[config.mk]
export PLATFORM = sky130hd
export DESIGN_NAME = sorted_list_insert_remove_core_flat
export DESIGN_NICKNAME = d
export VERILOG_FILES = /design/src/sv/sli_pkg.sv /design/src/sv/sli_if.sv /design/src/sv/sli_cell.sv /design/src/sv/sorted_list_insert_remove_core.sv /design/src/flat_wrapper.sv
export SDC_FILE = /design/constraint.sdc
export NUM_CORES = 2
export LEC_CHECK = 0
export BUFFER_PORTS_ARGS = -buffer_cell sky130_fd_sc_hd__buf_2
export CORE_ASPECT_RATIO = 2
export CORE_MARGIN = 3
export CORE_UTILIZATION = 55
export DETAILED_ROUTE_END_ITERATION = 8
export GPL_ROUTABILITY_DRIVEN = 1
export GPL_TIMING_DRIVEN = 0
export PLACE_DENSITY = 0.81
export SYNTH_ARGS = -nofsm -noshare
export SYNTH_HDL_FRONTEND = slang
export SYNTH_SLANG_ARGS = --single-unit
[constraint.sdc]
create_clock -name clk_i -period 5.3 [get_ports clk_i]
set_input_delay 0.53 -clock clk_i [delete_from_list [all_inputs] [get_ports clk_i]]
set_output_delay 0.53 -clock clk_i [all_outputs]
set_load 0.1 [all_outputs]
[src/sv/sli_pkg.sv]
// Shared types and constants for the sorted list insert/remove block.
package sli_pkg;

  // Width of one stored value and of the value fields.
  localparam int unsigned ValueWidth = 32;

  // Width of the entry count field on the result channel.
  localparam int unsigned CountFieldWidth = 5;

  // Default number of table entries.
  localparam int unsigned CapacityDefault = 16;

  // Operation codes carried on the request channel.
  typedef enum logic {
    OP_INSERT = 1'b0,
    OP_REMOVE = 1'b1
  } opcode_e;

  // Status codes returned with every result.
  typedef enum logic [1:0] {
    ST_DONE      = 2'd0,
    ST_NOT_FOUND = 2'd1,
    ST_EMPTY     = 2'd2,
    ST_FULL      = 2'd3
  } status_e;

  // Per-cycle command broadcast from the controller to every cell.
  typedef struct packed {
    logic                         insert_en;
    logic                         remove_en;
    logic signed [ValueWidth-1:0] value;
  } cell_ctrl_t;

endpackage

[src/sv/sli_if.sv]
// Request and result channel interfaces for the sorted list block.
interface sli_op_if;
  import sli_pkg::*;

  logic                         valid;
  logic                         ready;
  logic                         opcode;
  logic signed [ValueWidth-1:0] value;

  modport source (output valid, output opcode, output value, input ready);
  modport sink   (input valid, input opcode, input value, output ready);
endinterface

interface sli_res_if;
  import sli_pkg::*;

  logic                         valid;
  logic                         ready;
  logic [1:0]                   status;
  logic [CountFieldWidth-1:0]   entry_count;
  logic signed [ValueWidth-1:0] smallest;
  logic signed [ValueWidth-1:0] largest;

  modport source (output valid, output status, output entry_count, output smallest,
                  output largest, input ready);
  modport sink   (input valid, input status, input entry_count, input smallest,
                  input largest, output ready);
endinterface

[src/sv/sli_cell.sv]
// One table cell: holds a single entry and shifts with its neighbors.
module sli_cell (
  input  logic                                 clk_i,
  input  logic                                 occupied_i,
  input  sli_pkg::cell_ctrl_t                  ctrl_i,
  input  logic                                 left_ge_i,
  input  logic signed [sli_pkg::ValueWidth-1:0] left_value_i,
  input  logic signed [sli_pkg::ValueWidth-1:0] right_value_i,
  output logic                                 ge_o,
  output logic                                 eq_o,
  output logic signed [sli_pkg::ValueWidth-1:0] value_o
);
  import sli_pkg::*;

  logic signed [ValueWidth-1:0] entry_q;
  logic signed [ValueWidth-1:0] entry_d;
  logic                         entry_we;

  // Compare the stored entry against the broadcast operand.
  assign ge_o    = occupied_i && !(entry_q < ctrl_i.value);
  assign eq_o    = occupied_i && (entry_q == ctrl_i.value);
  assign value_o = entry_q;

  // An insert shifts the upper part right and drops the operand into the gap;
  // a remove shifts everything from the match onward one place left.
  always_comb begin
    entry_we = 1'b0;
    entry_d  = entry_q;
    if (ctrl_i.insert_en) begin
      if (left_ge_i) begin
        entry_we = 1'b1;
        entry_d  = left_value_i;
      end else if (ge_o || !occupied_i) begin
        entry_we = 1'b1;
        entry_d  = ctrl_i.value;
      end
    end else if (ctrl_i.remove_en && ge_o) begin
      entry_we = 1'b1;
      entry_d  = right_value_i;
    end
  end

  // Entry storage; its contents only matter below the fill count.
  always_ff @(posedge clk_i) begin
    if (entry_we) begin
      entry_q <= entry_d;
    end
  end

endmodule

[src/sv/sorted_list_insert_remove_core.sv]
// Top level of the sorted list block: controller, cell row and result register.
//
// Keeps up to Capacity signed 32-bit values in ascending order in a row of
// cells. Each request on op_i carries an opcode (insert or remove) and a
// value. An insert lands in front of the first entry that is greater or
// equal; a remove deletes the first equal entry. Every request yields one
// transfer on res_o with a status (done, not found, empty, full), the entry
// count after the operation and the smallest and largest stored values
// (zero when the table is empty).
// All cells compare against the operand at once and shift together, so the
// table is updated at the accepting edge. The result leaves through a stage
// register and an output register: the stage register holds the status,
// and the output register takes it with the count and the smallest and
// largest values and raises res_o.valid. One request per cycle is sustained
// while res_o is not stalled.
// When res_o stalls, one further request is still taken and held in the
// stage register; after that op_i.ready drops until the output drains.
// Reset empties the table at once and clears the stage and output valid
// flags; no clearing pass is needed.
module sorted_list_insert_remove_core #(
  parameter int unsigned Capacity = sli_pkg::CapacityDefault
) (
  input logic        clk_i,
  input logic        rst_ni,
  sli_op_if.sink     op_i,
  sli_res_if.source  res_o
);
  import sli_pkg::*;

  localparam int unsigned CountWidth = $clog2(Capacity + 1);

  logic [CountWidth-1:0] count_q;
  logic [CountWidth-1:0] count_d;
  logic                  busy_q;
  logic                  busy_d;
  status_e               status_q;
  status_e               status_d;
  logic                  out_valid_q;
  logic                  out_valid_d;
  status_e               out_status_q;
  logic [CountWidth-1:0] out_count_q;
  logic signed [ValueWidth-1:0] out_smallest_q;
  logic signed [ValueWidth-1:0] out_largest_q;

  logic                  op_accept;
  logic                  out_move;
  logic                  table_full;
  logic                  table_empty;
  logic                  found;
  cell_ctrl_t            ctrl;

  logic [Capacity-1:0]          cell_ge;
  logic [Capacity-1:0]          cell_eq;
  logic [Capacity-1:0]          cell_occ;
  logic signed [ValueWidth-1:0] cell_value [Capacity];
  logic signed [ValueWidth-1:0] last_pick  [Capacity];
  logic signed [ValueWidth-1:0] largest_now;
  logic signed [ValueWidth-1:0] smallest_now;
  logic [CountWidth+CountFieldWidth-1:0] count_ext;

  // Handshake: the stage register frees up when it moves into the output.
  assign out_move  = busy_q && (!out_valid_q || res_o.ready);
  assign op_i.ready = !busy_q || out_move;
  assign op_accept = op_i.valid && op_i.ready;

  assign table_full  = (count_q == CountWidth'(Capacity));
  assign table_empty = (count_q == '0);
  assign found       = |cell_eq;

  // Command broadcast to the cell row for this cycle.
  always_comb begin
    ctrl.value     = op_i.value;
    ctrl.insert_en = op_accept && (opcode_e'(op_i.opcode) == OP_INSERT) && !table_full;
    ctrl.remove_en = op_accept && (opcode_e'(op_i.opcode) == OP_REMOVE) && found;
  end

  // Row of cells; each one sees its left and right neighbor.
  for (genvar i = 0; i < Capacity; i++) begin : g_cell
    logic                         left_ge;
    logic signed [ValueWidth-1:0] left_value;
    logic signed [ValueWidth-1:0] right_value;

    assign cell_occ[i] = (CountWidth'(i) < count_q);

    if (i == 0) begin : g_first
      assign left_ge    = 1'b0;
      assign left_value = '0;
    end else begin : g_inner
      assign left_ge    = cell_ge[i-1];
      assign left_value = cell_value[i-1];
    end

    if (i == Capacity - 1) begin : g_last
      assign right_value = '0;
    end else begin : g_body
      assign right_value = cell_value[i+1];
    end

    sli_cell u_cell (
      .clk_i         (clk_i),
      .occupied_i    (cell_occ[i]),
      .ctrl_i        (ctrl),
      .left_ge_i     (left_ge),
      .left_value_i  (left_value),
      .right_value_i (right_value),
      .ge_o          (cell_ge[i]),
      .eq_o          (cell_eq[i]),
      .value_o       (cell_value[i])
    );

    // Only the last occupied cell contributes to the largest value.
    assign last_pick[i] = (count_q == CountWidth'(i + 1)) ? cell_value[i] : '0;
  end

  // Largest value: OR over the masked cell outputs.
  always_comb begin
    largest_now = '0;
    for (int unsigned i = 0; i < Capacity; i++) begin
      largest_now = largest_now | last_pick[i];
    end
  end

  assign smallest_now = table_empty ? '0 : cell_value[0];

  // Next fill count and status of the accepted request.
  always_comb begin
    count_d  = count_q;
    status_d = status_q;
    if (ctrl.insert_en) begin
      count_d = count_q + CountWidth'(1);
    end else if (ctrl.remove_en) begin
      count_d = count_q - CountWidth'(1);
    end
    if (op_accept) begin
      if (opcode_e'(op_i.opcode) == OP_INSERT) begin
        status_d = table_full ? ST_FULL : ST_DONE;
      end else if (table_empty) begin
        status_d = ST_EMPTY;
      end else begin
        status_d = found ? ST_DONE : ST_NOT_FOUND;
      end
    end
  end

  // Stage and output valid flags.
  always_comb begin
    busy_d = busy_q;
    if (op_accept) begin
      busy_d = 1'b1;
    end else if (out_move) begin
      busy_d = 1'b0;
    end
    out_valid_d = out_valid_q;
    if (out_move) begin
      out_valid_d = 1'b1;
    end else if (res_o.ready) begin
      out_valid_d = 1'b0;
    end
  end

  // Control registers.
  always_ff @(posedge clk_i or negedge rst_ni) begin
    if (!rst_ni) begin
      count_q     <= '0;
      busy_q      <= 1'b0;
      out_valid_q <= 1'b0;
    end else begin
      count_q     <= count_d;
      busy_q      <= busy_d;
      out_valid_q <= out_valid_d;
    end
  end

  // Payload registers: status stage and result register.
  always_ff @(posedge clk_i) begin
    status_q <= status_d;
    if (out_move) begin
      out_status_q   <= status_q;
      out_count_q    <= count_q;
      out_smallest_q <= smallest_now;
      out_largest_q  <= largest_now;
    end
  end

  assign count_ext         = {{CountFieldWidth{1'b0}}, out_count_q};
  assign res_o.valid       = out_valid_q;
  assign res_o.status      = out_status_q;
  assign res_o.entry_count = count_ext[CountFieldWidth-1:0];
  assign res_o.smallest    = out_smallest_q;
  assign res_o.largest     = out_largest_q;

`ifndef SYNTHESIS
  // The fill count never runs past the table size.
  assert property (@(posedge clk_i) disable iff (!rst_ni)
    count_q <= CountWidth'(Capacity))
    else $error("fill count exceeds capacity");

  // An insert into a table with room grows the count by one.
  assert property (@(posedge clk_i) disable iff (!rst_ni)
    op_accept && (opcode_e'(op_i.opcode) == OP_INSERT) && !table_full
    |=> count_q == $past(count_q) + CountWidth'(1))
    else $error("insert did not grow the table");

  // A refused operation leaves the count unchanged.
  assert property (@(posedge clk_i) disable iff (!rst_ni)
    op_accept && !ctrl.insert_en && !ctrl.remove_en |=> $stable(count_q))
    else $error("refused operation changed the table");

  // The table stays sorted: the reported smallest never exceeds the largest.
  assert property (@(posedge clk_i) disable iff (!rst_ni)
    out_valid_q && (out_count_q != '0) |-> out_smallest_q <= out_largest_q)
    else $error("table order broken");
`endif

endmodule
[src/flat_wrapper.sv]
// flat-port wrapper written by rule: the top's interface ports become plain ports
module sorted_list_insert_remove_core_flat import sli_pkg::*;
#(
  parameter int unsigned Capacity = sli_pkg::CapacityDefault
)
  (clk_i, rst_ni, op_i_valid, op_i_opcode, op_i_value, op_i_ready, res_o_valid, res_o_status, res_o_entry_count, res_o_smallest, res_o_largest, res_o_ready);
  sli_op_if op_i_i ();
  sli_res_if res_o_i ();
  input logic clk_i;
  input logic rst_ni;
  input wire logic [$bits(op_i_i.valid)-1:0] op_i_valid;
  input wire logic [$bits(op_i_i.opcode)-1:0] op_i_opcode;
  input wire logic [$bits(op_i_i.value)-1:0] op_i_value;
  output wire logic [$bits(op_i_i.ready)-1:0] op_i_ready;
  output wire logic [$bits(res_o_i.valid)-1:0] res_o_valid;
  output wire logic [$bits(res_o_i.status)-1:0] res_o_status;
  output wire logic [$bits(res_o_i.entry_count)-1:0] res_o_entry_count;
  output wire logic [$bits(res_o_i.smallest)-1:0] res_o_smallest;
  output wire logic [$bits(res_o_i.largest)-1:0] res_o_largest;
  input wire logic [$bits(res_o_i.ready)-1:0] res_o_ready;
  assign op_i_i.valid = op_i_valid;
  assign op_i_i.opcode = op_i_opcode;
  assign op_i_i.value = op_i_value;
  assign op_i_ready = op_i_i.ready;
  assign res_o_valid = res_o_i.valid;
  assign res_o_status = res_o_i.status;
  assign res_o_entry_count = res_o_i.entry_count;
  assign res_o_smallest = res_o_i.smallest;
  assign res_o_largest = res_o_i.largest;
  assign res_o_i.ready = res_o_ready;
  sorted_list_insert_remove_core #(.Capacity(Capacity)) u_core (.clk_i(clk_i), .rst_ni(rst_ni), .op_i(op_i_i), .res_o(res_o_i));
endmodule
==> impl_metrics.json, run 1 <==
{
  "die_w_um": 204,
  "outcome": "stopped before the end",
  "grt_pass1_vias": 47600,
  "ctsLongestPathBuffers": 3,
  "error": "[ERROR GRT-0116] Global routing finished with congestion. Check the congestion regions in the DRC Viewer.",
  "ys_ff_latch": 592,
  "grt_max_degree": 40,
  "syn-num-nets": 4878,
  "avgSynthCellArea_sq_um": 9.96,
  "gp_congestion": 1.17,
  "syn-instance-count": 4324,
  "yosys_warnings": 0,
  "ys_async_sr_fraction": 0.0118,
  "synthTopCellsByArea": "edfxtp_1 41%, ha_1 15%, mux2i_1 9.6%, a21oi_1 4.8%, nand2_1 4.3%",
  "synth_top_cell_by_area": "edfxtp_1",
  "track_usage": 0.717,
  "start_util": 0.557,
  "seq_area_frac_synth": 0.412,
  "failed_stage": "global routing (5_1_grt)",
  "htreeDepth": 2,
  "die_h_um": 402,
  "yosysUniqueCellTypes": 71,
  "place.port_buffers": 108,
  "grt_overflow": 486,
  "synthFlopType": "edfxtp_1",
  "dp_hpwl_mm": 194,
  "grt_pass1_wl_mm": 422,
  "synth_edf_count": 585,
  "rows": 144,
  "cts_buffers": 57,
  "syn_area_sq_um": 43100,
  "clock-sinks": 592,
  "cts_root_buffer": "clkbuf_16",
  "synth_top_area_share": 0.408,
  "ios": 110
}
-- cell usage after synthesis, types with 31 or more instances --
cell	n
a21o_1	52
a21oi_1	409
a222oi_1	64
a22oi_1	114
a31oi_1	43
and4_1	31
buf_2	36
clkbuf_1	206
edfxtp_1	585
ha_1	517
inv_1	58
mux2i_1	412
nand2_1	490
nand3_1	108
nand4_1	109
nor2_1	307
nor2b_1	59
nor3_1	36
o21ai_0	341
o21ai_1	51
-- routing by layer --
| layer | overflow | track usage |
|---|---|---|
| met1 | 10 | 0.738 |
| met2 | 237 | 0.902 |
| met3 | 25 | 0.504 |
| met4 | 210 | 0.719 |
| met5 | 4 | 0.174 |
-- metrics by stage --
| step | hold slack, ns | setup WS [ns] | cell area, sq um | cells | util |
|---|---|---|---|---|---|
| after global placement | 0.368 | -5.58 | 44900 | 5454 | 0.581 |
| after detailed placement | 0.373 | -2.90 | 45800 | 5485 | 0.592 |
| after CTS | 0.0378 | 0.0334 | 48800 | 5684 | 0.631 |
| after floorplan | 0.234 | 0.141 | 43100 | 4324 | - |
-- cell families after synthesis --
| kind of cell | after synthesis | share of synthesized area |
|---|---|---|
| multiplexers | 415 | 0.0972 |
| XOR/XNOR | 9 | 0.00183 |
| AO/OA/AOI/OAI | 1257 | 0.179 |
| buffers and inverters | 329 | 0.0318 |
| flip-flops | 592 | 0.412 |
| adder cells (fa/ha/maj) | 517 | 0.150 |
| AND/OR/NAND/NOR | 1205 | 0.128 |
-- timing repair --
| action | CTS |
|---|---|
| buffers inserted | 95 |
| hold endpoints to repair | 7 |
| setup endpoints to repair | 772 |
| hold buffers | 1 |
| resized for setup | 79 |
| pin swaps | 4 |
| gates cloned | 0 |
==> run 2, diff against run 1 <==
CORE_ASPECT_RATIO = not set   (was 2)
CORE_UTILIZATION = 40   (was 55)
PLACE_DENSITY = not set   (was 0.81)
PLACE_DENSITY_LB_ADDON = 0.15   (was not set)
clock period = 6.9 ns   (was 5.3 ns; I/O delays follow)
==> run 2 against run 1 <==
Synthesized area is the same. Synthesized cell count is the same. The flow now finishes, with violations (capacitance limit, slew limit, setup timing).
==> impl_metrics.json, run 2 <==
{
  "yosysMostFrequentCell": "edfxtp_1",
  "grt_pass1_vias": 39800,
  "synthFlopType": "edfxtp_1",
  "hold_violations": 0,
  "grt_max_degree": 38,
  "yosys_warnings": 0,
  "syn_area_sq_um": 43100,
  "via_per_inst": 7.15,
  "worst_pin_slew_ns": 1.75,
  "dr.pass1.iters": 7,
  "crit_type": "in2reg",
  "final_cells": 6014,
  "clk_pin_slew_ns": 0.05,
  "largest_reg_flops": 512,
  "die_w_um": 334,
  "reg2regPathDepth": 11,
  "avgSynthCellArea_sq_um": 9.96,
  "end_kind": "flip-flop",
  "die_h_um": 334,
  "violations": "capacitance limit, slew limit, setup timing",
  "holdWs_ns": 0.229,
  "gr-usage-met3": 0.169,
  "synth_top_area_share": 0.408,
  "syn-num-nets": 4878,
  "ys_ff_latch": 592,
  "setup_violations": 46,
  "fillers": 10200,
  "cts_root_buffer": "clkbuf_16",
  "final_cell_mix": "585 x edfxtp_1, 517 x ha_1, 490 x nand2_1",
  "wirelength_mm": 265,
  "peakVddDrop_uv": 238,
  "num_vias": 43000,
  "relSlewSlack": -0.166,
  "grtUsageMet2": 0.652,
  "synthTopCellsByCount": "585 x edfxtp_1, 517 x ha_1, 490 x nand2_1",
  "power_density_nw_per_um2": 363,
  "start_util": 0.406,
  "p_total_mw": 17.7,
  "min_period_over_period": 1.03,
  "dp.cells": 5856,
  "cts_buffers": 76,
  "clock-sinks": 592,
  "ant_nets": 0,
  "worstHoldPathType": "in2reg",
  "dp_hpwl_mm": 195,
  "wire_per_inst_um": 44.1,
  "place.port_buffers": 108,
  "ys_async_sr_fraction": 0.0118,
  "cts_tree": "yes",
  "leakagePower_nw": 19.8,
  "core_area_sq_um": 106000,
  "synthTopCellsByArea": "edfxtp_1 41%, ha_1 15%, mux2i_1 9.6%, a21oi_1 4.8%, nand2_1 4.3%",
  "cap_violations": 11,
  "fin_util": 0.461,
  "synth_edf_count": 585,
  "max_freq_ghz": 0.140,
  "crit_required_ns": 7.26,
  "die_area_sq_um": 112000,
  "seq_area_frac_synth": 0.412,
  "grt_setup_unrepaired": "false",
  "drt_iter0_markers": 7743,
  "yosysUniqueCellTypes": 71,
  "finalNetCount": 5103,
  "ios": 110,
  "maxSlewViolCount": 94,
  "insertion_delay_ns": 0.69,
  "post-route-min-period_ns": 7.14,
  "grt_antenna_before_repair": 19,
  "drive_gt1_frac": 0.0848,
  "final_common_cell": "edfxtp_1",
  "critPathLaunchType": "input pin",
  "fin_ws_ns": -0.241,
  "outcome": "finished with violations",
  "clock_skew_ns": 0.0230,
  "track_usage": 0.463,
  "path_max_fanout": 17,
  "gr-usage-met1": 0.566,
  "arrival_ns": 7.50,
  "drc": 0,
  "gr-max-usage-layer": "met2",
  "syn-instance-count": 4324,
  "pre_cts_ws_ns": -1.61,
  "syn_to_final_growth_pct": 13.5,
  "grt_pass1_wl_mm": 350,
  "gp_congestion": 1.05,
  "holdPathStages": 2,
  "rows": 119,
  "ctsLongestPathBuffers": 3,
  "grt_overflow": 0,
  "htreeDepth": 3,
  "synth_top_cell_by_area": "edfxtp_1"
}
-- run 2: worst max-delay path: stages --
cell and delay, ns:
buf_2 0.19, clkbuf_1 0.58, inv_1 0.65, ha_1 0.53
nand4_1 0.64, o211ai_1 0.49, nand2_1 0.16, a21oi_1 1.03
nor4_1 0.33, nor3_4 0.85, buf_2 0.57, a211oi_1 0.20
nor2_4 0.25, buf_12 0.24
-- run 2: worst paths after layout --
kind                                                      from                                  end  slack (ns)
min in group asynchronous                               rst_ni                    u_core.count_q[0]        0.41
setup / recovery                                op_i_value[21]  u_core.g_cell[9].u_cell.value_o[12]       -0.24
hold / removal                                      op_i_valid                        u_core.busy_q        0.23
hold reg to reg                             u_core.status_q[0]               u_core.res_o.status[0]        0.42
setup reg to reg           u_core.g_cell[8].u_cell.value_o[19]  u_core.g_cell[9].u_cell.value_o[12]        0.82
max in group asynchronous                               rst_ni                    u_core.count_q[4]        6.30
-- run 2: logic make-up (layout without fill, tap and decap cells) --
family | count (synthesis) | after routing | synth area share
muxes | 415 | 415 | 0.0972
adders and majority gates | 517 | 517 | 0.150
buffers and inverters | 329 | 617 | 0.0318
xor gates and xnor gates | 9 | 9 | 0.00183
other | 0 | 11 | 0
DFF | 592 | 592 | 0.412
and+or+nand+nor | 1205 | 1205 | 0.128
AOI/OAI and AO/OA | 1257 | 1257 | 0.179
-- run 2: layer usage --
| layer | vias to the layer above | share of wire | routed length, um |
|---|---|---|---|
| met2 | 3788 | 0.40 | 106000 |
| met3 | 1034 | 0.14 | 36500 |
| met4 | 6 | 0.10 | 26500 |
| li1 | 17100 | - | - |
| met1 | 21000 | 0.36 | 95700 |
| met5 | - | 0.00013 | 35 |
-- run 2: power by group --
group | switching [mW] | internal [mW] | total (mW)
combinational | 6.14 | 2.23 | 8.37
clock | 1.79 | 2.23 | 4.01
sequential | 0.623 | 4.72 | 5.34
total | 8.55 | 9.18 | 17.7
-- run 2: metrics by stage --
stage	instance area [sq um]	setup TNS, ns
final	48900	-6.73
after floorplan	43100	0
after global placement	45300	-2014.47
after detailed placement	46400	-146.47
after global routing	48800	0
after CTS	48800	0
-- run 2: final cells by class --
class | instances | area, sq um | area share
Antenna cell | 11 | 27.5 | 0.000563
Buffer | 271 | 1200 | 0.0245
Clock buffer | 102 | 2070 | 0.0424
Clock inverter | 39 | 294 | 0.00602
Inverter | 58 | 218 | 0.00446
Multi-Input combinational cell | 3403 | 24200 | 0.496
Sequential cell | 592 | 17700 | 0.363
Tap cell | 1391 | 1740 | 0.0356
Timing Repair Buffer | 147 | 1360 | 0.0278
-- run 2: timing repair --
action / in CTS / in global routing
pin swaps: 1 / 0
resized for setup: 2 / 1
cloned: 0 / 0
endpoints found under the hold margin: 7 / 0
setup buffers: 2 / 0
hold buffers: 1 / 0
setup endpoints to repair: 32 / 32
Note: power is estimated with default switching activity, not from simulation.
